File: src/rtl/core/ntc_pkg.sv
// shared constants, types and resistance table for the ntc adc to temperature core
// no dependencies; used by ntc_divider and ntc_adc_to_temperature_core

package ntc_pkg;

   localparam int ROM_SIZE              = 91;
   localparam int TABLE_ENTRIES_DEFAULT = 91;
   localparam int DIV_STEPS_DEFAULT     = 3;

   localparam int SAMPLE_W = 12;
   localparam int OFFSET_W = 8;
   localparam int TRIM_W   = 4;
   localparam int TEMP_W   = 7;
   localparam int A_W      = 13;
   localparam int NUM_W    = 26;
   localparam int DEN_W    = 13;
   localparam int QUOT_W   = 15;
   localparam int RES_W    = 16;
   localparam int SUM_W    = RES_W + 1;
   localparam int CMP_W    = DEN_W + QUOT_W;

   localparam logic [NUM_W-1:0] DIV_SCALE  = NUM_W'(10000);
   localparam logic [DEN_W-1:0] FULL_SCALE = DEN_W'(4096);

   localparam int CSR_INDEX_W = 2;
   localparam int CSR_DATA_W  = 8;

   localparam logic [CSR_INDEX_W-1:0] CSR_ADC_OFFSET = 2'd0;
   localparam logic [CSR_INDEX_W-1:0] CSR_TRIM_ZERO  = 2'd1;
   localparam logic [CSR_INDEX_W-1:0] CSR_TRIM_ONE   = 2'd2;

   localparam logic [OFFSET_W-1:0] ADC_OFFSET_RESET = 8'd40;
   localparam logic [TRIM_W-1:0]   TRIM_ZERO_RESET  = 4'd3;
   localparam logic [TRIM_W-1:0]   TRIM_ONE_RESET   = 4'd0;

   // divider resistance in ohms, one entry per degree, descending
   localparam logic [RES_W-1:0] RES_ROM [ROM_SIZE] = '{
      16'd27494, 16'd26325, 16'd25212, 16'd24153, 16'd23144, 16'd22184, 16'd21268,
      16'd20396, 16'd19564, 16'd18771, 16'd18015, 16'd17294, 16'd16605, 16'd15948,
      16'd15320, 16'd14720, 16'd14148, 16'd13600, 16'd13077, 16'd12577, 16'd12099,
      16'd11641, 16'd11204, 16'd10785, 16'd10384, 16'd10000, 16'd9632,  16'd9280,
      16'd8943,  16'd8620,  16'd8310,  16'd8012,  16'd7728,  16'd7454,  16'd7192,
      16'd6940,  16'd6699,  16'd6467,  16'd6244,  16'd6030,  16'd5825,  16'd5628,
      16'd5438,  16'd5256,  16'd5080,  16'd4912,  16'd4750,  16'd4594,  16'd4444,
      16'd4300,  16'd4161,  16'd4027,  16'd3898,  16'd3774,  16'd3654,  16'd3539,
      16'd3428,  16'd3322,  16'd3219,  16'd3119,  16'd3023,  16'd2931,  16'd2842,
      16'd2756,  16'd2673,  16'd2593,  16'd2517,  16'd2441,  16'd2369,  16'd2299,
      16'd2232,  16'd2167,  16'd2105,  16'd2044,  16'd1985,  16'd1929,  16'd1874,
      16'd1821,  16'd1770,  16'd1720,  16'd1673,  16'd1626,  16'd1581,  16'd1538,
      16'd1496,  16'd1455,  16'd1416,  16'd1378,  16'd1341,  16'd1305,  16'd1270
   };

   typedef struct packed {
      logic              fault;
      logic [TRIM_W-1:0] trim;
   } side_type;

endpackage

File: src/rtl/core/ntc_adc_to_temperature_core.sv
// ntc thermistor adc sample to whole-degree temperature, fully pipelined
// depends on ntc_pkg and ntc_divider
//
// usage:
//   req channel: req_valid / req_stall with req_adc_sample and req_channel_sel.
//   rsp channel: rsp_valid / rsp_stall with rsp_temperature and rsp_sensor_fault.
//   csr port: csr_write with csr_index and csr_data; index 0 adc offset,
//   1 trim for channel zero, 2 trim for channel one, other indexes ignored.
//   write csr only while no word is in flight.
// path: stages 1 to 3, the divider stages, the table compare stage and the output
//   register; the divider resolves three quotient bits per stage by default.
// throughput: one word per cycle while rsp_stall is low; the quotient pipeline sets
//   the depth and every stage hands its word on whenever the stage after it is ready.
// reset: pipeline empties, csr registers return to offset 40, trims 3 and 0.
// stall: a stalled rsp word holds; upstream stages keep filling empty
//   stages, and req_stall rises once every stage holds a word.

module ntc_adc_to_temperature_core #(
   parameter int TABLE_ENTRIES = ntc_pkg::TABLE_ENTRIES_DEFAULT,
   parameter int DIV_STEPS     = ntc_pkg::DIV_STEPS_DEFAULT
) (
   input  logic                               clock,
   input  logic                               reset,
   input  logic                               csr_write,
   input  logic [ntc_pkg::CSR_INDEX_W-1:0]    csr_index,
   input  logic [ntc_pkg::CSR_DATA_W-1:0]     csr_data,
   input  logic                               req_valid,
   output logic                               req_stall,
   input  logic [ntc_pkg::SAMPLE_W-1:0]       req_adc_sample,
   input  logic                               req_channel_sel,
   output logic                               rsp_valid,
   input  logic                               rsp_stall,
   output logic [ntc_pkg::TEMP_W-1:0]         rsp_temperature,
   output logic                               rsp_sensor_fault
);

   localparam int USED = (TABLE_ENTRIES > ntc_pkg::ROM_SIZE) ? ntc_pkg::ROM_SIZE :
                         (TABLE_ENTRIES < 2) ? 2 : TABLE_ENTRIES;
   localparam int GE_W = USED - 1;
   localparam logic [ntc_pkg::RES_W-1:0] RES_FIRST = ntc_pkg::RES_ROM[0];
   localparam logic [ntc_pkg::RES_W-1:0] RES_LAST  = ntc_pkg::RES_ROM[USED-1];

   // csr registers
   logic [ntc_pkg::OFFSET_W-1:0] offset_ff;
   logic [ntc_pkg::TRIM_W-1:0]   trim0_ff;
   logic [ntc_pkg::TRIM_W-1:0]   trim1_ff;

   always_ff @(posedge clock) begin
      if (reset) begin
         offset_ff <= ntc_pkg::ADC_OFFSET_RESET;
         trim0_ff  <= ntc_pkg::TRIM_ZERO_RESET;
         trim1_ff  <= ntc_pkg::TRIM_ONE_RESET;
      end else if (csr_write) begin
         case (csr_index)
            ntc_pkg::CSR_ADC_OFFSET: offset_ff <= csr_data;
            ntc_pkg::CSR_TRIM_ZERO:  trim0_ff  <= csr_data[ntc_pkg::TRIM_W-1:0];
            ntc_pkg::CSR_TRIM_ONE:   trim1_ff  <= csr_data[ntc_pkg::TRIM_W-1:0];
            default: begin
            end
         endcase
      end
   end

   // stage ready chain
   logic rsp_rdy, s9_rdy, div_in_ready, s3_rdy, s2_rdy, s1_rdy;
   logic s1_v_ff, s2_v_ff, s3_v_ff, s9_v_ff, rsp_valid_ff;

   assign rsp_rdy   = !rsp_valid_ff || !rsp_stall;
   assign s9_rdy    = !s9_v_ff || rsp_rdy;
   assign s3_rdy    = !s3_v_ff || div_in_ready;
   assign s2_rdy    = !s2_v_ff || s3_rdy;
   assign s1_rdy    = !s1_v_ff || s2_rdy;
   assign req_stall = !s1_rdy;

   // stage 1: offset sample
   logic [ntc_pkg::A_W-1:0]    s1_a_ff, s1_a_in;
   logic [ntc_pkg::TRIM_W-1:0] s1_trim_ff, s1_trim_in;

   assign s1_a_in    = ntc_pkg::A_W'(req_adc_sample) + ntc_pkg::A_W'(offset_ff);
   assign s1_trim_in = req_channel_sel ? trim1_ff : trim0_ff;

   // stage 2: numerator and denominator
   logic [ntc_pkg::NUM_W-1:0] s2_num_ff, s2_num_in;
   logic [ntc_pkg::DEN_W-1:0] s2_den_ff, s2_den_in;
   ntc_pkg::side_type         s2_side_ff, s2_side_in;

   assign s2_num_in        = ntc_pkg::NUM_W'(s1_a_ff) * ntc_pkg::DIV_SCALE;
   assign s2_den_in        = ntc_pkg::FULL_SCALE - s1_a_ff;
   assign s2_side_in.fault = s1_a_ff[ntc_pkg::A_W-1];
   assign s2_side_in.trim  = s1_trim_ff;

   // stage 3: quotient range check
   logic [ntc_pkg::NUM_W-1:0] s3_num_ff;
   logic [ntc_pkg::DEN_W-1:0] s3_den_ff;
   ntc_pkg::side_type         s3_side_ff, s3_side_in;
   logic                      s3_ovf;

   assign s3_ovf = {{(ntc_pkg::CMP_W - ntc_pkg::NUM_W){1'b0}}, s2_num_ff}
                   >= {s2_den_ff, {ntc_pkg::QUOT_W{1'b0}}};
   assign s3_side_in.fault = s2_side_ff.fault || s3_ovf;
   assign s3_side_in.trim  = s2_side_ff.trim;

   always_ff @(posedge clock) begin
      if (reset) begin
         s1_v_ff <= 1'b0;
         s2_v_ff <= 1'b0;
         s3_v_ff <= 1'b0;
      end else begin
         if (s1_rdy) begin
            s1_v_ff <= req_valid;
         end
         if (s2_rdy) begin
            s2_v_ff <= s1_v_ff;
         end
         if (s3_rdy) begin
            s3_v_ff <= s2_v_ff;
         end
      end
   end

   always_ff @(posedge clock) begin
      if (s1_rdy && req_valid) begin
         s1_a_ff    <= s1_a_in;
         s1_trim_ff <= s1_trim_in;
      end
      if (s2_rdy && s1_v_ff) begin
         s2_num_ff  <= s2_num_in;
         s2_den_ff  <= s2_den_in;
         s2_side_ff <= s2_side_in;
      end
      if (s3_rdy && s2_v_ff) begin
         s3_num_ff  <= s2_num_ff;
         s3_den_ff  <= s2_den_ff;
         s3_side_ff <= s3_side_in;
      end
   end

   // divider
   logic                       div_out_valid;
   logic [ntc_pkg::QUOT_W-1:0] div_quot;
   ntc_pkg::side_type          div_side;

   ntc_divider #(
      .STEPS_PER_STAGE (DIV_STEPS)
   ) u_divider (
      .clock     (clock),
      .reset     (reset),
      .in_valid  (s3_v_ff),
      .in_ready  (div_in_ready),
      .in_num    (s3_num_ff),
      .in_den    (s3_den_ff),
      .in_side   (s3_side_ff),
      .out_valid (div_out_valid),
      .out_ready (s9_rdy),
      .out_quot  (div_quot),
      .out_side  (div_side)
   );

   // table compare stage: bit i set when the word lies at or below the midpoint
   logic [GE_W-1:0]    s9_ge_ff, s9_ge_in;
   ntc_pkg::side_type  s9_side_ff, s9_side_in;
   logic [ntc_pkg::SUM_W-1:0] twice_r;

   assign twice_r = ntc_pkg::SUM_W'(div_quot) << 1;

   always_comb begin
      for (int i = 0; i < GE_W; i++) begin
         s9_ge_in[i] = twice_r <= (ntc_pkg::SUM_W'(ntc_pkg::RES_ROM[i])
                                   + ntc_pkg::SUM_W'(ntc_pkg::RES_ROM[i+1]));
      end
   end

   assign s9_side_in.fault = div_side.fault
                             || (ntc_pkg::RES_W'(div_quot) > RES_FIRST)
                             || (ntc_pkg::RES_W'(div_quot) < RES_LAST);
   assign s9_side_in.trim  = div_side.trim;

   // index encode and output word
   logic [ntc_pkg::TEMP_W-1:0] rsp_temp_ff, rsp_temp_in;
   logic                       rsp_fault_ff;
   logic [GE_W:0]              ge_pad;
   logic [ntc_pkg::TEMP_W-1:0] idx;

   assign ge_pad = {1'b0, s9_ge_ff};

   always_comb begin
      idx = '0;
      for (int i = 0; i < GE_W; i++) begin
         if (ge_pad[i] && !ge_pad[i+1]) begin
            idx = idx | ntc_pkg::TEMP_W'(i + 1);
         end
      end
   end

   assign rsp_temp_in = s9_side_ff.fault ? '0 : idx + ntc_pkg::TEMP_W'(s9_side_ff.trim);

   always_ff @(posedge clock) begin
      if (reset) begin
         s9_v_ff      <= 1'b0;
         rsp_valid_ff <= 1'b0;
      end else begin
         if (s9_rdy) begin
            s9_v_ff <= div_out_valid;
         end
         if (rsp_rdy) begin
            rsp_valid_ff <= s9_v_ff;
         end
      end
   end

   always_ff @(posedge clock) begin
      if (s9_rdy && div_out_valid) begin
         s9_ge_ff   <= s9_ge_in;
         s9_side_ff <= s9_side_in;
      end
      if (rsp_rdy && s9_v_ff) begin
         rsp_temp_ff  <= rsp_temp_in;
         rsp_fault_ff <= s9_side_ff.fault;
      end
   end

   assign rsp_valid        = rsp_valid_ff;
   assign rsp_temperature  = rsp_temp_ff;
   assign rsp_sensor_fault = rsp_fault_ff;

   // checks
   a_fault_zero: assert property (@(posedge clock) disable iff (reset)
      rsp_valid && rsp_sensor_fault |-> rsp_temperature == '0)
      else $error("faulted word carries a nonzero temperature");

   a_temp_range: assert property (@(posedge clock) disable iff (reset)
      rsp_valid && !rsp_sensor_fault
         |-> rsp_temperature <= ntc_pkg::TEMP_W'(USED - 1 + 15))
      else $error("temperature above table span plus trim");

   a_thermometer: assert property (@(posedge clock) disable iff (reset)
      s9_v_ff && !s9_side_ff.fault |-> ((s9_ge_ff + GE_W'(1)) & s9_ge_ff) == '0)
      else $error("in-range word gives a broken midpoint compare vector");

   a_accept_lands: assert property (@(posedge clock) disable iff (reset)
      req_valid && !req_stall |=> s1_v_ff)
      else $error("accepted word missing from first stage");

endmodule

File: src/rtl/core/ntc_divider.sv
// pipelined restoring divider, a fixed number of quotient bits per stage
// depends on ntc_pkg for widths and the sideband word type

module ntc_divider #(
   parameter int STEPS_PER_STAGE = ntc_pkg::DIV_STEPS_DEFAULT
) (
   input  logic                           clock,
   input  logic                           reset,
   input  logic                           in_valid,
   output logic                           in_ready,
   input  logic [ntc_pkg::NUM_W-1:0]      in_num,
   input  logic [ntc_pkg::DEN_W-1:0]      in_den,
   input  ntc_pkg::side_type              in_side,
   output logic                           out_valid,
   input  logic                           out_ready,
   output logic [ntc_pkg::QUOT_W-1:0]     out_quot,
   output ntc_pkg::side_type              out_side
);

   localparam int STAGES = (ntc_pkg::QUOT_W + STEPS_PER_STAGE - 1) / STEPS_PER_STAGE;
   localparam int PAD_W  = ntc_pkg::CMP_W - ntc_pkg::NUM_W;

   logic                          v_ff    [STAGES];
   logic [ntc_pkg::NUM_W-1:0]     rem_ff  [STAGES];
   logic [ntc_pkg::QUOT_W-1:0]    quot_ff [STAGES];
   logic [ntc_pkg::DEN_W-1:0]     den_ff  [STAGES];
   ntc_pkg::side_type             side_ff [STAGES];
   logic [STAGES-1:0]             rdy;

   for (genvar j = 0; j < STAGES; j++) begin : g_stage
      localparam int K0 = ntc_pkg::QUOT_W - 1 - j * STEPS_PER_STAGE;

      logic                        v_src;
      logic [ntc_pkg::NUM_W-1:0]   rem_src;
      logic [ntc_pkg::QUOT_W-1:0]  quot_src;
      logic [ntc_pkg::DEN_W-1:0]   den_src;
      ntc_pkg::side_type           side_src;
      logic                        next_rdy;
      logic [ntc_pkg::NUM_W-1:0]   rem_in;
      logic [ntc_pkg::QUOT_W-1:0]  quot_in;

      if (j == 0) begin : g_first
         assign v_src    = in_valid;
         assign rem_src  = in_num;
         assign quot_src = '0;
         assign den_src  = in_den;
         assign side_src = in_side;
      end else begin : g_next
         assign v_src    = v_ff[j-1];
         assign rem_src  = rem_ff[j-1];
         assign quot_src = quot_ff[j-1];
         assign den_src  = den_ff[j-1];
         assign side_src = side_ff[j-1];
      end

      if (j == STAGES - 1) begin : g_last
         assign next_rdy = out_ready;
      end else begin : g_mid
         assign next_rdy = rdy[j+1];
      end

      assign rdy[j] = !v_ff[j] || next_rdy;

      always_comb begin
         logic [ntc_pkg::CMP_W-1:0] sh;
         rem_in  = rem_src;
         quot_in = quot_src;
         sh      = '0;
         for (int t = 0; t < STEPS_PER_STAGE; t++) begin
            if (K0 - t >= 0) begin
               sh = ntc_pkg::CMP_W'(den_src) << (K0 - t);
               if ({{PAD_W{1'b0}}, rem_in} >= sh) begin
                  rem_in  = rem_in - sh[ntc_pkg::NUM_W-1:0];
                  quot_in = quot_in | (ntc_pkg::QUOT_W'(1) << (K0 - t));
               end
            end
         end
      end

      always_ff @(posedge clock) begin
         if (reset) begin
            v_ff[j] <= 1'b0;
         end else if (rdy[j]) begin
            v_ff[j] <= v_src;
         end
      end

      always_ff @(posedge clock) begin
         if (rdy[j] && v_src) begin
            rem_ff[j]  <= rem_in;
            quot_ff[j] <= quot_in;
            den_ff[j]  <= den_src;
            side_ff[j] <= side_src;
         end
      end
   end

   assign in_ready  = rdy[0];
   assign out_valid = v_ff[STAGES-1];
   assign out_quot  = quot_ff[STAGES-1];
   assign out_side  = side_ff[STAGES-1];

endmodule

File: config.mk
export PLATFORM = sky130hd
export DESIGN_NAME = ntc_adc_to_temperature_core
export DESIGN_NICKNAME = d
export VERILOG_FILES = /design/src/rtl/core/ntc_pkg.sv /design/src/rtl/core/ntc_adc_to_temperature_core.sv /design/src/rtl/core/ntc_divider.sv
export SDC_FILE = /design/constraint.sdc
export NUM_CORES = 1
export LEC_CHECK = 0
export BUFFER_PORTS_ARGS = -buffer_cell sky130_fd_sc_hd__buf_2
export CAP_MARGIN = 20
export CORE_AREA = 2 2 363 365
export CTS_BUF_LIST = sky130_fd_sc_hd__clkbuf_8
export CTS_CLUSTER_DIAMETER = 60
export CTS_CLUSTER_SIZE = 8
export DETAILED_ROUTE_END_ITERATION = 10
export DIE_AREA = 0 0 365 367
export GPL_TIMING_DRIVEN = 0
export PLACE_DENSITY = 0.37
export SKIP_CTS_REPAIR_TIMING = 1
export SLEW_MARGIN = 20
export SYNTH_ARGS = -nofsm -noshare
export SYNTH_HDL_FRONTEND = slang
export SYNTH_SLANG_ARGS = --single-unit
File: constraint.sdc
create_clock -name clock -period 10.7 [get_ports clock]
set_input_delay 2.14 -clock clock [delete_from_list [all_inputs] [get_ports clock]]
set_output_delay 2.14 -clock clock [all_outputs]
set_load 0.01 [all_outputs]
======== Yosys cells after proc, flatten, opt, wreduce, memory -nomap -nowiden ========
Memories as Yosys holds them, arrays and structs flattened.
Cells that the tools add are included.
storage, ports and cells
  input port bits ......................... 28
  RAM bits ................................ 300
  memories ................................ 5
  flip-flop bits (word level) ............. 221
  word-level logic and storage cells ...... 566
  output and inout port bits .............. 10
memories
  memory             depth  width  read ports  clocked after Yosys merged registers in  write ports  line               RTL
  u_divider.rem_ff   5      26     4           0                                        5            ntc_divider.sv:24  logic [ntc_pkg::NUM_W-1:0] rem_ff [STAGES];
  u_divider.quot_ff  5      15     5           0                                        5            ntc_divider.sv:25  logic [ntc_pkg::QUOT_W-1:0] quot_ff [STAGES];
  u_divider.den_ff   5      13     4           0                                        5            ntc_divider.sv:26  logic [ntc_pkg::DEN_W-1:0] den_ff [STAGES];
  u_divider.side_ff  5      5      5           0                                        5            ntc_divider.sv:27  ntc_pkg::side_type side_ff [STAGES];
  u_divider.v_ff     5      1      5           0                                        5            ntc_divider.sv:23  logic v_ff [STAGES];
operators by class
  multiply operators ...................... 1
  equal/unequal tests ..................... 2
  add/sub/neg operators ................... 18
  reductions and logical operators ........ 226
  bitwise logic cells ..................... 5
  multiplexer cells ....................... 178
  magnitude comparators ................... 108
operators with widths
  cell                                                                      number
  26-bit two-way mux                                                        15
  16-bit by 13-bit <= comparator with 1-bit output (second input constant)  23
  16-bit by 14-bit <= comparator with 1-bit output (second input constant)  20
  16-bit by 15-bit <= comparator with 1-bit output (second input constant)  18
  16-bit by 12-bit <= comparator with 1-bit output (second input constant)  17
  6-bit two-way mux                                                         33
  7-bit two-way mux                                                         28
  16-bit <= comparator (second input constant)                              12
  1-bit logical NOT                                                         101
  1-bit logical AND                                                         99
  5-bit two-way mux                                                         17
  4-bit two-way mux                                                         20
  26-bit subtractor                                                         2
  8-bit two-way mux                                                         6
  1-bit two-way mux                                                         44
  26-bit by 28-bit greater-or-equal comparator with 1-bit output            1
  26-bit by 27-bit greater-or-equal comparator with 1-bit output            1
  26-bit by 13-bit greater-or-equal comparator with 1-bit output            1
  26-bit by 14-bit greater-or-equal comparator with 1-bit output            1
  26-bit by 15-bit greater-or-equal comparator with 1-bit output            1
  26-bit by 16-bit greater-or-equal comparator with 1-bit output            1
  26-bit by 17-bit greater-or-equal comparator with 1-bit output            1
  26-bit by 18-bit greater-or-equal comparator with 1-bit output            1
  26-bit by 19-bit greater-or-equal comparator with 1-bit output            1
  42 further kinds                                                          74

======== Logic depth before layout (Yosys ltp) ========
Gate-level depths: netlist of run 1.
  depth in word-level cells ............... 93
  gate-level depth with buffers ........... 44
  depth with buffers taken out ............ 41

======== Hierarchy ========
A second synthesis of run 1 with hierarchy kept.
unflattened totals
  cell total of the unflattened synthesis .. 3466
  area total of the unflattened synthesis .. 33453.3 um^2
by module, submodules not included
  module                       times used  cells an instance  sequential area each (um^2)  area each (um^2)
  ntc_divider                  1           2094               6936.7                       19721.4
  ntc_adc_to_temperature_core  1           1372               6366.1                       13731.9

======== Worst setup path after synthesis of run 1 ========
Ideal clock, no wire load.
  kind .................................... register to register
  start point ............................. memory u_divider.den_ff[0][1] (netlist bit)
  end point ............................... memory u_divider.rem_ff[0][40] (netlist bit) (data pin)
  arrival time ............................ 8509 ps
  data required time ...................... 10430 ps
  stages on the path, launching flop included .. 44
  path buffers ............................ 3
  slack ................................... 1921 ps
  cell sequence ........................... edfxtp_1 inv_1 ha_1 nor2b_1 o21ai_0 a21boi_0 o21ai_0 a21o_1 a21oi_1 nor2_1 inv_1 clkbuf_1 nor2_1 a21oi_1 fa_1 a21o_1 a21oi_1 o21ai_0 [8 not listed] o21ai_0 inv_1 ha_1 nor2b_1 o21ai_0 nand2b_1 a21o_1 a21o_1 and2_1 o2111ai_1 a31oi_1 a31o_2 nor2_1 nor4b_1 inv_2 clkbuf_1 nor2_1 a21oi_1
RTL lines
  what             line
  start, declared  ntc_divider.sv:26
  end, declared    ntc_divider.sv:24

==> results of run 1 <==
==> state kept, by name (all words and copies together), names as in the netlist, 7 cells and up <==
name / flops
u_divider.rem_ff: 86
s2_den_ff: 13
s1_a_ff: 13
u_divider.den_ff: 52
offset_ff: 8
u_divider.quot_ff: 45
s9_ge_ff: 90
s3_num_ff: 21
rsp_temperature: 7
s2_num_ff: 21
s3_den_ff: 13
u_divider.side_ff: 25
==> cell type report <==
class | instances | area (sq um) | share of cell area
Antenna cell | 3 | 7.507 | 0.0002043
Clock buffer | 76 | 1046 | 0.02847
Multi-Input combinational cell | 2615 | 18280 | 0.4977
Tap cell | 1755 | 2196 | 0.05977
Clock inverter | 44 | 402.9 | 0.01097
Inverter | 289 | 1094 | 0.02977
Timing Repair Buffer | 58 | 549.3 | 0.01495
Buffer | 94 | 396.6 | 0.01080
Sequential cell | 432 | 12760 | 0.3474
==> critical path: cells and delay by family (launching register included) <==
| kind | cells | cell delay [ns] |
|---|---|---|
| flops | 1 | 0.54 |
| mux | 1 | 0.34 |
| buf+inv | 5 | 1.26 |
| fa+ha+maj | 4 | 1.31 |
| xor+xnor | 1 | 0.15 |
| simple gates | 8 | 1.57 |
| compound gates | 17 | 4.43 |
==> layout by cell type (no fill, tap or decap), types with 48 or more instances in the layout <==
cell	synthesis	layout
nand4_1	65	65
mux2_2	50	50
xnor2_1	139	139
nand2b_1	59	59
a21oi_1	272	271
a21o_1	74	74
nand2_1	291	291
clkbuf_8	0	76
buf_2	10	48
nand3_1	76	76
xor2_1	63	63
nor2b_1	80	77
inv_1	285	302
nor2_1	309	306
nor3_1	63	62
ha_1	284	284
o21ai_0	193	189
edfxtp_1	411	411
clkbuf_1	71	62
==> cells by family (layout without fill, tap and decap cells) <==
kind of cell	after synthesis	in the layout	share of synthesized area
multiplexers	81	81	0.02732
other	0	3	0
AO/OA/AOI/OAI	855	855	0.1666
adder cells (fa/ha/maj)	323	323	0.1341
flip-flops	432	432	0.3948
buffers and inverters	386	561	0.04571
AND/OR/NAND/NOR	1154	1154	0.1768
XOR/XNOR	202	202	0.05473
==> per-stage QoR <==
stage	cell area, sq um	setup TNS (ns)	util	hold slack [ns]	cells
CTS	36550	-17.07	0.2801	0.3771	5358
detailed placement	35100	-14.06	0.2690	0.4045	5238
global placement	34710	-17.55	0.2660	0.4027	5225
floorplan	32330	0	-	0.4003	3433
global route	36740	-0.02389	0.2816	0.3847	5365
finish	36740	0	0.2816	0.3869	5366
==> per-layer routing <==
metal  global-route usage  vias up  wire, um
met1               0.2117    12360     49230
met2               0.2718      674     52130
met3              0.02811      215      4781
li1                     -    12780         -
met5                    0        -         0
met4              0.05904        0      3956
==> final timing paths <==
check                                                         from                            endpoint  cells past startpoint
worst max-delay path             u_divider.den_ff[0][13]$_DFFE_PP_   u_divider.rem_ff[0][74]$_DFFE_PP_                     36
worst min-delay path            u_divider.quot_ff[0][14]$_DFFE_PP_  u_divider.quot_ff[0][29]$_DFFE_PP_                      0
worst max register to register   u_divider.den_ff[0][13]$_DFFE_PP_   u_divider.rem_ff[0][74]$_DFFE_PP_                     36
worst min register to register  u_divider.quot_ff[0][14]$_DFFE_PP_  u_divider.quot_ff[0][29]$_DFFE_PP_                      0
==> power groups by stage <==
stage / sequential (mW) / clock, mW / combinational [mW]
6_report: 2.04 / 1.54 / 1.45
5_1_grt: 2.05 / 1.69 / 1.68
4_1_cts: 2.05 / 1.63 / 1.48
3_5_place_dp: 2.08 / 0 / 1.46
3_3_place_gp: 2.08 / 0 / 1.47
2_1_floorplan: 2.05 / 0 / 1.14
==> summary.md, run 1 <==
| Metric | Value |
|---|---|
| Growth of design area from synthesis to finish | `13.64%` |
| YS warnings | `0` |
| Number of design-rule violations left by the first detailed-router iteration | `1,809` |
| Count of nets left with antenna violations after detail routing | `0` |
| Commonest cells post-synth | `edfxtp_1 (411), nor2_1 (309), nand2_1 (291)` |
| Worst rel slew slack | `0.2513` |
| Area share of the leading cell type in the synthesized netlist | `0.3818` |
| Data required time at the worst endpoint | `11.14 ns` |
| Maximum number of pins on one net before global-route repair | `50` |
| Synth Flop Type | `edfxtp_1` |
| Vias in the first global route | `26,090` |
| Pwr per Cell Area | `137.1 nW/um^2` |
| Sinks on Clock Net | `432` |
| Mapped Nets | `3,784` |
| Critical path endpoint category | `flip-flop` |
| Minimum period implied by the final worst setup slack | `9.892 ns` |
| Rows | `133` |
| Number of detailed-routing iterations run before antenna repair | `8` |
| Part of the total power dissipated in sequential elements | `0.405` |
| Cell with the most instances after synthesis | `edfxtp_1` |
| Register bit count reported by yosys | `432` |
| Critical path startpoint category | `flip-flop` |
| Cell with the biggest individual delay on the critical path | `edfxtp_1` |
| Setup violators final | `0` |
| Area inside the core boundary | `130,500 sq um` |
| Total routed wirelength | `110,100 um` |
| Wire length of the first global-routing pass | `165,500 um` |
| Run status | `finished, final reports clean` |
| Cell-internal power | `3.448 mW` |
| Die span in x | `365 um` |
| Share of synthesized area occupied by flip-flops and latches | `0.3948` |
| Initial antenna violation count | `4` |
| Clock transition at path regs | `0.06 ns` |
| Switching part of the total | `0.3153` |
| Average wire per standard cell | `20.52 um` |
| I/O pins | `38` |
| Worst-case setup margin in the final layout | `0.8083 ns` |
| Peak supply drop | `107.8 uV` |
| Top cells by area in the synthesized netlist | `edfxtp_1 (38%), ha_1 (11%), a21oi_1 (4.2%)` |
| Switch Pwr | `1.587 mW` |
| Total of max-cap violations | `0` |
| I/O Buffers | `37` |
| Transition at the pin with the smallest max-transition slack | `1.109 ns` |
| Fillcell total | `14,040` |
| Max clock buf depth | `3` |
| Starting utilization of the core area | `0.2478` |
| Clock skew | `0.04174 ns` |
| Tcrit/Tclk final | `0.9245` |
| Combinational share of power | `0.288` |
| HP Class | `flip-flop to flip-flop` |
| Number of standard cells after synthesis | `3,433` |
| Overall overflow remaining after global route | `0` |
| Cell type contributing the most total cell area after synthesis | `edfxtp_1` |
| Die Y | `367 um` |
| Total design power | `5.035 mW` |
| Place WS | `-0.9074 ns` |
| # H-tree levels | `3` |
| Final #Nets | `3,915` |
| Worst stage delay on the critical path | `0.54 ns` |
| Overall via count from detail_route | `26,020` |
| Reg2Reg Setup Slack | `0.81 ns` |
| Category of the most critical setup path | `flip-flop to flip-flop` |
| Final Max Slew Viols | `0` |
| Final hold vios | `0` |
| Overall global routing resource usage | `0.1635` |
| Data arrival time of the critical path | `10.33 ns` |
| Clock latency reported for the late side of the worst-skew pair | `0.73 ns` |
| Async set-or-reset flop fraction in the synthesized netlist | `0` |
| Combined area of all synthesized cells | `32,330 sq um` |
| CTS tree | `built` |
| Leakage power | `14.09 nW` |
| Half-perimeter wire length after placement | `88,780 um` |
| Average vias per placed instance | `4.849` |
| Number of enable flip-flop cells after synthesis | `411` |
| Average instance area after synthesis | `9.417 sq um` |
| Routability Congestion | `1.005` |
| DRC violations left | `0` |
| Clk root buf | `clkbuf_8` |
| Total die area | `134,000 sq um` |
| Ratio of cells with drive above 1 in the final layout | `0.08647` |
| Highest attainable clock frequency | `101.1 MHz` |
| Clock power frac | `0.306` |
| Number of distinct library cells after synthesis | `92` |
| Number of buffers added by the clock tree synthesis step | `74` |
| Max FO, Critical Path | `10` |
No activity file was read; power rests on OpenSTA's default activity.
==> inputs of run 2 (changes only) <==
--- a/config.mk
+++ b/config.mk
@@ -5,14 +5,16 @@
 export SDC_FILE = /design/constraint.sdc
 export NUM_CORES = 1
 export LEC_CHECK = 0
+export ABC_AREA = 1
+export ABC_CLOCK_PERIOD_IN_PS = 10700
 export BUFFER_PORTS_ARGS = -buffer_cell sky130_fd_sc_hd__buf_2
 export CAP_MARGIN = 20
-export CORE_AREA = 2 2 363 365
+export CORE_AREA = 2 2 373 375
 export CTS_BUF_LIST = sky130_fd_sc_hd__clkbuf_8
 export CTS_CLUSTER_DIAMETER = 60
 export CTS_CLUSTER_SIZE = 8
 export DETAILED_ROUTE_END_ITERATION = 10
-export DIE_AREA = 0 0 365 367
+export DIE_AREA = 0 0 375 377
 export GPL_TIMING_DRIVEN = 0
 export PLACE_DENSITY = 0.37
 export SKIP_CTS_REPAIR_TIMING = 1
==> run 2 against run 1 <==
Net effect:
- cell area increased by 3.7%
- sequential power about the same
- wire length increased by 14%
- highest routed layer unchanged
==> summary.md, run 2 <==
| Metric | Value |
|---|---|
| Run status | `finished, final reports clean` |
| Length in cells of the worst reg-to-reg path | `44 (+22%)` |
| Area used by multi-input combinational logic | `18,510 sq um (+1.3%)` |
| Area share of the leading cell type in the synthesized netlist | `0.3608 (-0.02099)` |
| Cell with the most instances after synthesis | `nand2_1` |
| Final Max Slew Viols | `0 (unchanged)` |
| Minimum period implied by the final worst setup slack | `8.954 ns (-0.9381 ns)` |
| Post-placement cell count | `6,175 (+18%)` |
| Fillcell total | `14,980 (+6.7%)` |
| Critical register-to-register path startpoint | `u_divider.den_ff[0][1]$_DFFE_PP_` |
| Number of standard cells after synthesis | `4,335 (+26%)` |
| Xor-xnor portion of the synthesized cell area | `0.05300 (-0.001728)` |
| Mapped Nets | `4,686 (+24%)` |
| Max reg flops | `90 (unchanged)` |
| Multiplexer fraction of the synthesized cell area | `0.001646 (-0.02568)` |
| Cell with the biggest individual delay on the critical path | `fa_1` |
| Growth of design area from synthesis to finish | `11.40%` |
| Total die area | `141,400 sq um (+5.5%)` |
| Average instance area after synthesis | `7.891 sq um (-16%)` |
| Data required time at the worst endpoint | `11.17 ns (+0.03 ns)` |
| Commonest cells post-synth | `nand2_1 (887), inv_1 (706), nor2_1 (455)` |
| Worst stage delay on the critical path | `0.50 ns (-0.04 ns)` |
| Peak supply drop | `99.18 uV (-8.0%)` |
| Sum Neg Setup Slack | `0 ns (unchanged)` |
| Ratio of cells with drive above 1 in the final layout | `0.05661 (-0.02987)` |
| Starting utilization of the core area | `0.2497 (+0.001941)` |
| Routability Congestion | `0.9756 (-2.9%)` |
| WHS Path Cells | `0 (unchanged)` |
| Clock transition at path regs | `0.07 ns (about the same)` |
| Combined area of all synthesized cells | `34,210 sq um (+5.8%)` |
| Half-perimeter wire length after placement | `103,700 um (+17%)` |
| Highest attainable clock frequency | `111.7 MHz (+10%)` |
| Rows | `136 (+2.3%)` |
| Cell type contributing the most total cell area after synthesis | `edfxtp_1` |
| YS warnings | `0 (unchanged)` |
| Number of design-rule violations left by the first detailed-router iteration | `1,830 (+1.2%)` |
| Pwr per Cell Area | `132.1 nW/um^2 (-3.6%)` |
| Critical path startpoint category | `flip-flop` |
| Area inside the core boundary | `137,000 sq um (+5.0%)` |
| Overall global routing resource usage | `0.1764 (+0.01291)` |
| # H-tree levels | `3 (unchanged)` |
| Wire length of the first global-routing pass | `188,200 um (+14%)` |
| Largest registers | `s9_ge_ff: 90 flops, u_divider.rem_ff: 86 flops, u_divider.den_ff: 52 flops` |
| Number of distinct library cells after synthesis | `68 (-26%)` |
| Data arrival time of the critical path | `9.42 ns (-0.91 ns)` |
| DRC violations left | `0 (unchanged)` |
| Setup violators final | `0 (unchanged)` |
| Worst rel slew slack | `0.2239 (-0.02741)` |
| Average wire per standard cell | `19.95 um (-2.8%)` |
| Commonest cells after routing, fill and taps aside | `nand2_1 (887), inv_1 (716), nor2_1 (452)` |
| Async set-or-reset flop fraction in the synthesized netlist | `0 (unchanged)` |
| Origin of the worst min-delay path | `s2_side_ff[2]$_DFFE_PP_` |
| Setup repair after global routing missed its margin | `false` |
| Buffers plus inverters on the worst setup path | `7 (+2)` |
| Storage cell area | `12,760 sq um (unchanged)` |
| Overall via count from detail_route | `29,380 (+13%)` |
| Die span in x | `375 um (+2.7%)` |
| Most common cell after layout, fill and taps aside | `nand2_1` |
| Sinks on Clock Net | `432 (unchanged)` |
| Leakage power | `16.41 nW (+16%)` |
| Clock skew | `0.06122 ns (+0.01948 ns)` |
| Number of enable flip-flop cells after synthesis | `411 (unchanged)` |
| Vias in the first global route | `29,420 (+13%)` |
| Initial antenna violation count | `3 (-1)` |
| Clock latency reported for the late side of the worst-skew pair | `0.75 ns (+0.02 ns)` |
| Register bit count reported by yosys | `432 (unchanged)` |
| Transition at the pin with the smallest max-transition slack | `1.160 ns (+0.05134 ns)` |
| Maximum number of pins on one net before global-route repair | `58 (+16%)` |
| Crit path max-delay family | `compound AO/OA/AOI/OAI gates` |
| Overall overflow remaining after global route | `0 (unchanged)` |
| Area fraction in compound gates after synthesis | `0.1316 (-0.03502)` |
| Tcrit/Tclk final | `0.8368 (-0.08767)` |
| Max clock buf depth | `3 (unchanged)` |
| Register name with the most flops | `s9_ge_ff` |
| Final hold vios | `0 (unchanged)` |
| Total routed wirelength | `125,300 um (+14%)` |
| Clk root buf | `clkbuf_8` |
| Category of the most critical setup path | `flip-flop to flip-flop` |
| Average vias per placed instance | `4.677 (-3.6%)` |
| HP Class | `flip-flop to flip-flop` |
| I/O Buffers | `36 (-2.7%)` |
| Die Y | `377 um (+2.7%)` |
| Area share of fa/ha/maj cells after synthesis | `0.1267 (-0.007370)` |
| Most Frequent Cell on Critical Path | `nand2_1` |
| Layout Cells excl Fill | `6,282 (+17%)` |
| Area fraction in and, or, nand and nor cells after synthesis | `0.2274 (+0.05056)` |
| Worst setup path startpoint | `u_divider.den_ff[0][1]$_DFFE_PP_` |
| Largest family of logic cells by synthesized area | `simple AND/OR/NAND/NOR gates` |
| Share of synthesized area occupied by flip-flops and latches | `0.3731 (-0.02170)` |
| Critical path endpoint category | `flip-flop` |
| Max FO, Critical Path | `10 (unchanged)` |
| I/O pins | `38 (unchanged)` |
| Total of max-cap violations | `0 (unchanged)` |
| Count of nets left with antenna violations after detail routing | `0 (unchanged)` |
| Top cells by area in the synthesized netlist | `edfxtp_1 (36%), ha_1 (10%), nand2_1 (9.7%)` |
| Synth Flop Type | `edfxtp_1` |
| Critical path depth | `44 (+22%)` |
| Final #Nets | `4,804 (+23%)` |
| CTS tree | `built` |
| Number of detailed-routing iterations run before antenna repair | `6 (-2)` |
| Number of buffers added by the clock tree synthesis step | `70 (-5.4%)` |
==> run 2: cell types whose count changed in the layout (fill, tap and decap cells not counted), sizes merged, moves of 47 or more <==
cell    before  now
xnor2      139   77
inv        309  733
mux2        52    5
o21ai      195  285
a21o        74   15
nor2       311  468
nand2      292  902
xor2        63  130
nand3       76  202
nor2b       80    0
nand2b      59    0
==> run 2: final timing paths <==
path              slack [ns]                                end
setup / recovery        1.75  u_divider.rem_ff[0][46]$_DFFE_PP_
setup reg to reg        1.75  u_divider.rem_ff[0][46]$_DFFE_PP_
hold reg to reg         0.41            s3_side_ff[2]$_DFFE_PP_
hold / removal          0.41            s3_side_ff[2]$_DFFE_PP_
==> run 2: area by class of cell <==
type	count	share of cell area
Antenna cell	1	0.00006567
Buffer	59	0.007190
Clock buffer	71	0.02564
Clock inverter	35	0.006665
Inverter	717	0.07076
Multi-Input combinational cell	3127	0.4858
Sequential cell	432	0.3349
Tap cell	1794	0.05890
Timing Repair Buffer	46	0.01008
==> run 2: per-layer routing <==
layer / GRT usage / share of wire / up-vias
li1: - / - / 14820
met1: 0.2316 / 0.46 / 13730
met2: 0.2971 / 0.47 / 636
met3: 0.02234 / 0.037 / 195
met4: 0.06223 / 0.034 / 0
met5: 0 / 0 / -
==> run 2: kinds of logic (layout without fill, tap and decap cells) <==
logic type,after synthesis,in the layout
AND/OR/NAND/NOR,1809,1809
AO/OA/AOI/OAI,783,783
buffers and inverters,776,928
flip-flops,432,432
adder cells (fa/ha/maj),323,323
XOR/XNOR,207,207
multiplexers,5,5
other,0,1
==> run 2: power by group <==
group	internal, mW	switching (mW)	total, mW
Combinational	0.612	0.972	1.58
Clock	0.670	0.714	1.38
Sequential	2.00	0.0643	2.06
==> run 2: per-stage QoR <==
| step | utilization | hold WS, ns | total power, mW | area, sq um | setup slack (ns) |
|---|---|---|---|---|---|
| 2_1_floorplan | - | 0.4003 | 3.291 | 34210 | 3.732 |
| 3_3_place_gp | 0.2674 | 0.4017 | 3.717 | 36630 | 1.665 |
| 3_5_place_dp | 0.2692 | 0.4045 | 3.708 | 36870 | 1.709 |
| 4_1_cts | 0.2782 | 0.4147 | 5.157 | 38110 | 1.673 |
| 5_1_grt | 0.2782 | 0.4174 | 5.452 | 38110 | 0.8281 |
| 6_report | 0.2782 | 0.4089 | 5.033 | 38110 | 1.746 |
==> inputs of run 3 (changes only) <==
--- a/config.mk
+++ b/config.mk
@@ -6,7 +6,7 @@
 export NUM_CORES = 1
 export LEC_CHECK = 0
 export ABC_AREA = 1
-export ABC_CLOCK_PERIOD_IN_PS = 10700
+export ABC_CLOCK_PERIOD_IN_PS = 7600
 export BUFFER_PORTS_ARGS = -buffer_cell sky130_fd_sc_hd__buf_2
 export CAP_MARGIN = 20
 export CORE_AREA = 2 2 373 375
@@ -16,7 +16,7 @@
 export DETAILED_ROUTE_END_ITERATION = 10
 export DIE_AREA = 0 0 375 377
 export GPL_TIMING_DRIVEN = 0
-export PLACE_DENSITY = 0.37
+export PLACE_DENSITY = 0.39
 export SKIP_CTS_REPAIR_TIMING = 1
 export SLEW_MARGIN = 20
 export SYNTH_ARGS = -nofsm -noshare
==> constraint.sdc (replaced) <==
create_clock -name clock -period 7.6 [get_ports clock]
set_input_delay 1.52 -clock clock [delete_from_list [all_inputs] [get_ports clock]]
set_output_delay 1.52 -clock clock [all_outputs]
set_load 0.01 [all_outputs]
==> run 3 against run 2 <==
Net effect:
- sequential share of layout area decreased by 0.68 points
- first-iteration DRC count increased by 16%
- cell area is 2.1% higher
- worst setup slack lost 1.2 ns
- worst hold slack got worse by 0.022 ns
- critical endpoint unchanged
==> summary.md, run 3 (synthesis gave the netlist of run 2 again) <==
| Metric | Value |
|---|---|
| I/O Buffers | `36 (unchanged)` |
| Overall global routing resource usage | `0.1688 (-0.007652)` |
| Total routed wirelength | `120,300 um (-4.0%)` |
| Growth of design area from synthesis to finish | `13.72%` |
| Overall via count from detail_route | `29,710 (+1.1%)` |
| Average wire per standard cell | `19.01 um (-4.7%)` |
| Data arrival time of the critical path | `7.53 ns (-1.89 ns)` |
| Starting utilization of the core area | `0.2497 (unchanged)` |
| Average vias per placed instance | `4.694 (+0.38%)` |
| CTS tree | `built` |
| Final Max Slew Viols | `0 (unchanged)` |
| Number of detailed-routing iterations run before antenna repair | `6 (unchanged)` |
| Fillcell total | `14,850 (-0.85%)` |
| Register name with the most flops | `s9_ge_ff` |
| Worst rel slew slack | `0.2355 (+0.01155)` |
| Cell with the biggest individual delay on the critical path | `edfxtp_1` |
| Sum Neg Setup Slack | `0 ns (unchanged)` |
| Max FO, Critical Path | `10 (unchanged)` |
| Ratio of cells with drive above 1 in the final layout | `0.08563 (+0.02902)` |
| Most Frequent Cell on Critical Path | `nand2_1` |
| Critical path startpoint category | `flip-flop` |
| Clock transition at path regs | `0.07 ns (about the same)` |
| Highest attainable clock frequency | `141.5 MHz (+27%)` |
| Highest routing layer actually used | `met4` |
| Count of nets left with antenna violations after detail routing | `0 (unchanged)` |
| Sinks on Clock Net | `432 (unchanged)` |
| Pwr per Cell Area | `183.3 nW/um^2 (+39%)` |
| Maximum number of pins on one net before global-route repair | `69 (+19%)` |
| Vias in the first global route | `29,630 (+0.73%)` |
| Area inside the core boundary | `137,000 sq um (unchanged)` |
| Overall overflow remaining after global route | `0 (unchanged)` |
| Worst stage delay on the critical path | `0.46 ns (-0.04 ns)` |
| Routability Congestion | `0.9746 (-0.10%)` |
| Total die area | `141,400 sq um (unchanged)` |
| Number of buffers added by the clock tree synthesis step | `72 (+2.9%)` |
| Tcrit/Tclk final | `0.9298 (+0.09298)` |
| Area used by multi-input combinational logic | `18,910 sq um (+2.2%)` |
| Data required time at the worst endpoint | `8.07 ns (-3.10 ns)` |
| Clock latency reported for the late side of the worst-skew pair | `0.74 ns (about the same)` |
| Initial antenna violation count | `6 (+3)` |
| Max reg flops | `90 (unchanged)` |
| Die span in x | `375 um (unchanged)` |
| Worst Hold Margin | `0.3870 ns (-0.02197 ns)` |
| Total of max-cap violations | `0 (unchanged)` |
| Clk root buf | `clkbuf_8` |
| Worst-case setup margin in the final layout | `0.5338 ns (-1.213 ns)` |
| Rows | `136 (unchanged)` |
| Clock skew | `0.04733 ns (-0.01388 ns)` |
| Peak supply drop | `173.3 uV (+75%)` |
| Number of design-rule violations left by the first detailed-router iteration | `2,120 (+16%)` |
| Setup repair after global routing missed its margin | `true` |
| Transition at the pin with the smallest max-transition slack | `1.147 ns (-0.01304 ns)` |
| I/O pins | `38 (unchanged)` |
| Setup violators final | `0 (unchanged)` |
| Leakage power | `16.69 nW (+1.7%)` |
| # H-tree levels | `3 (unchanged)` |
| Wire length of the first global-routing pass | `182,000 um (-3.3%)` |
| Die Y | `377 um (unchanged)` |
| Place WS | `-1.349 ns (-3.058 ns)` |
| Commonest cells after routing, fill and taps aside | `nand2_1 (885), inv_1 (705), nor2_1 (446)` |
| Most common cell after layout, fill and taps aside | `nand2_1` |
| Met1 Wirelength | `55,950 um (-2.9%)` |
| Largest registers | `s9_ge_ff: 90 flops, u_divider.rem_ff: 86 flops, u_divider.den_ff: 52 flops` |
| Half-perimeter wire length after placement | `99,490 um (-4.0%)` |
| HP Class | `flip-flop to flip-flop` |
| Category of the most critical setup path | `flip-flop to flip-flop` |
| Final hold vios | `0 (unchanged)` |
| DRC violations left | `0 (unchanged)` |
| Max clock buf depth | `3 (unchanged)` |
| Run status | `finished, final reports clean` |
| Minimum period implied by the final worst setup slack | `7.066 ns (-1.887 ns)` |
| Final #Nets | `4,844 (+0.83%)` |
| Sum of met2 wire segment lengths after detailed routing | `55,620 um (-5.4%)` |
| Storage cell area | `12,760 sq um (unchanged)` |
| Met3 layer wire length in the routed design | `4823 um (+3.5%)` |
| Critical path endpoint category | `flip-flop` |
-- run 3: area by class of cell --
class	count	share of cell area
sequential	432	0.3281
antenna	5	0.0003216
clock buffer	74	0.02618
multi-input combinational	3127	0.4862
inverter	717	0.06967
timing repair buffer	86	0.01763
buffer	56	0.008137
clock inverter	38	0.005982
tap	1794	0.05770
timing repair inverter	1	0.0001287
-- run 3: metrics by stage --
stage | total power [mW] | instances | utilization | cell area (sq um)
global route | 7.710 | 6330 | 0.2840 | 38900
detailed placement | 5.190 | 6174 | 0.2691 | 36870
floorplan | 4.633 | 4335 | - | 34210
global placement | 5.197 | 6165 | 0.2674 | 36630
CTS | 7.209 | 6286 | 0.2783 | 38120
finish | 7.131 | 6330 | 0.2840 | 38900
-- run 3: path summary, 6_finish.rpt --
| kind | slack [ns] | endpoint | from | cells past startpoint |
|---|---|---|---|---|
| worst max-delay path | 0.53 | u_divider.rem_ff[0][46]$_DFFE_PP_ | u_divider.den_ff[0][12]$_DFFE_PP_ | 40 |
| worst min-delay path | 0.39 | u_divider.quot_ff[0][58]$_DFFE_PP_ | u_divider.quot_ff[0][43]$_DFFE_PP_ | 0 |
| worst max register to register | 0.53 | u_divider.rem_ff[0][46]$_DFFE_PP_ | u_divider.den_ff[0][12]$_DFFE_PP_ | 40 |
| worst min register to register | 0.39 | u_divider.quot_ff[0][58]$_DFFE_PP_ | u_divider.quot_ff[0][43]$_DFFE_PP_ | 0 |
-- run 3: where the power goes --
group	internal, mW	switching (mW)
Sequential	2.82	0.0855
Clock	0.939	0.999
Combinational	0.906	1.39
Total	4.66	2.47
-- run 3: worst max-delay path: cells and delay by family, from the launching register on --
kind | cells | cell delay [ns]
and+or+nand+nor | 19 | 2.09
DFF | 1 | 0.46
AOI/OAI and AO/OA | 11 | 1.91
buffers and inverters | 7 | 1.29
adders and majority gates | 3 | 0.99
-- run 3: metal layers --
layer / vias to the layer above / GRT usage
met2: 648 / 0.2827
met4: 0 / 0.05660
met5: - / 0
met1: 13930 / 0.2222
met3: 191 / 0.02398
li1: 14950 / -
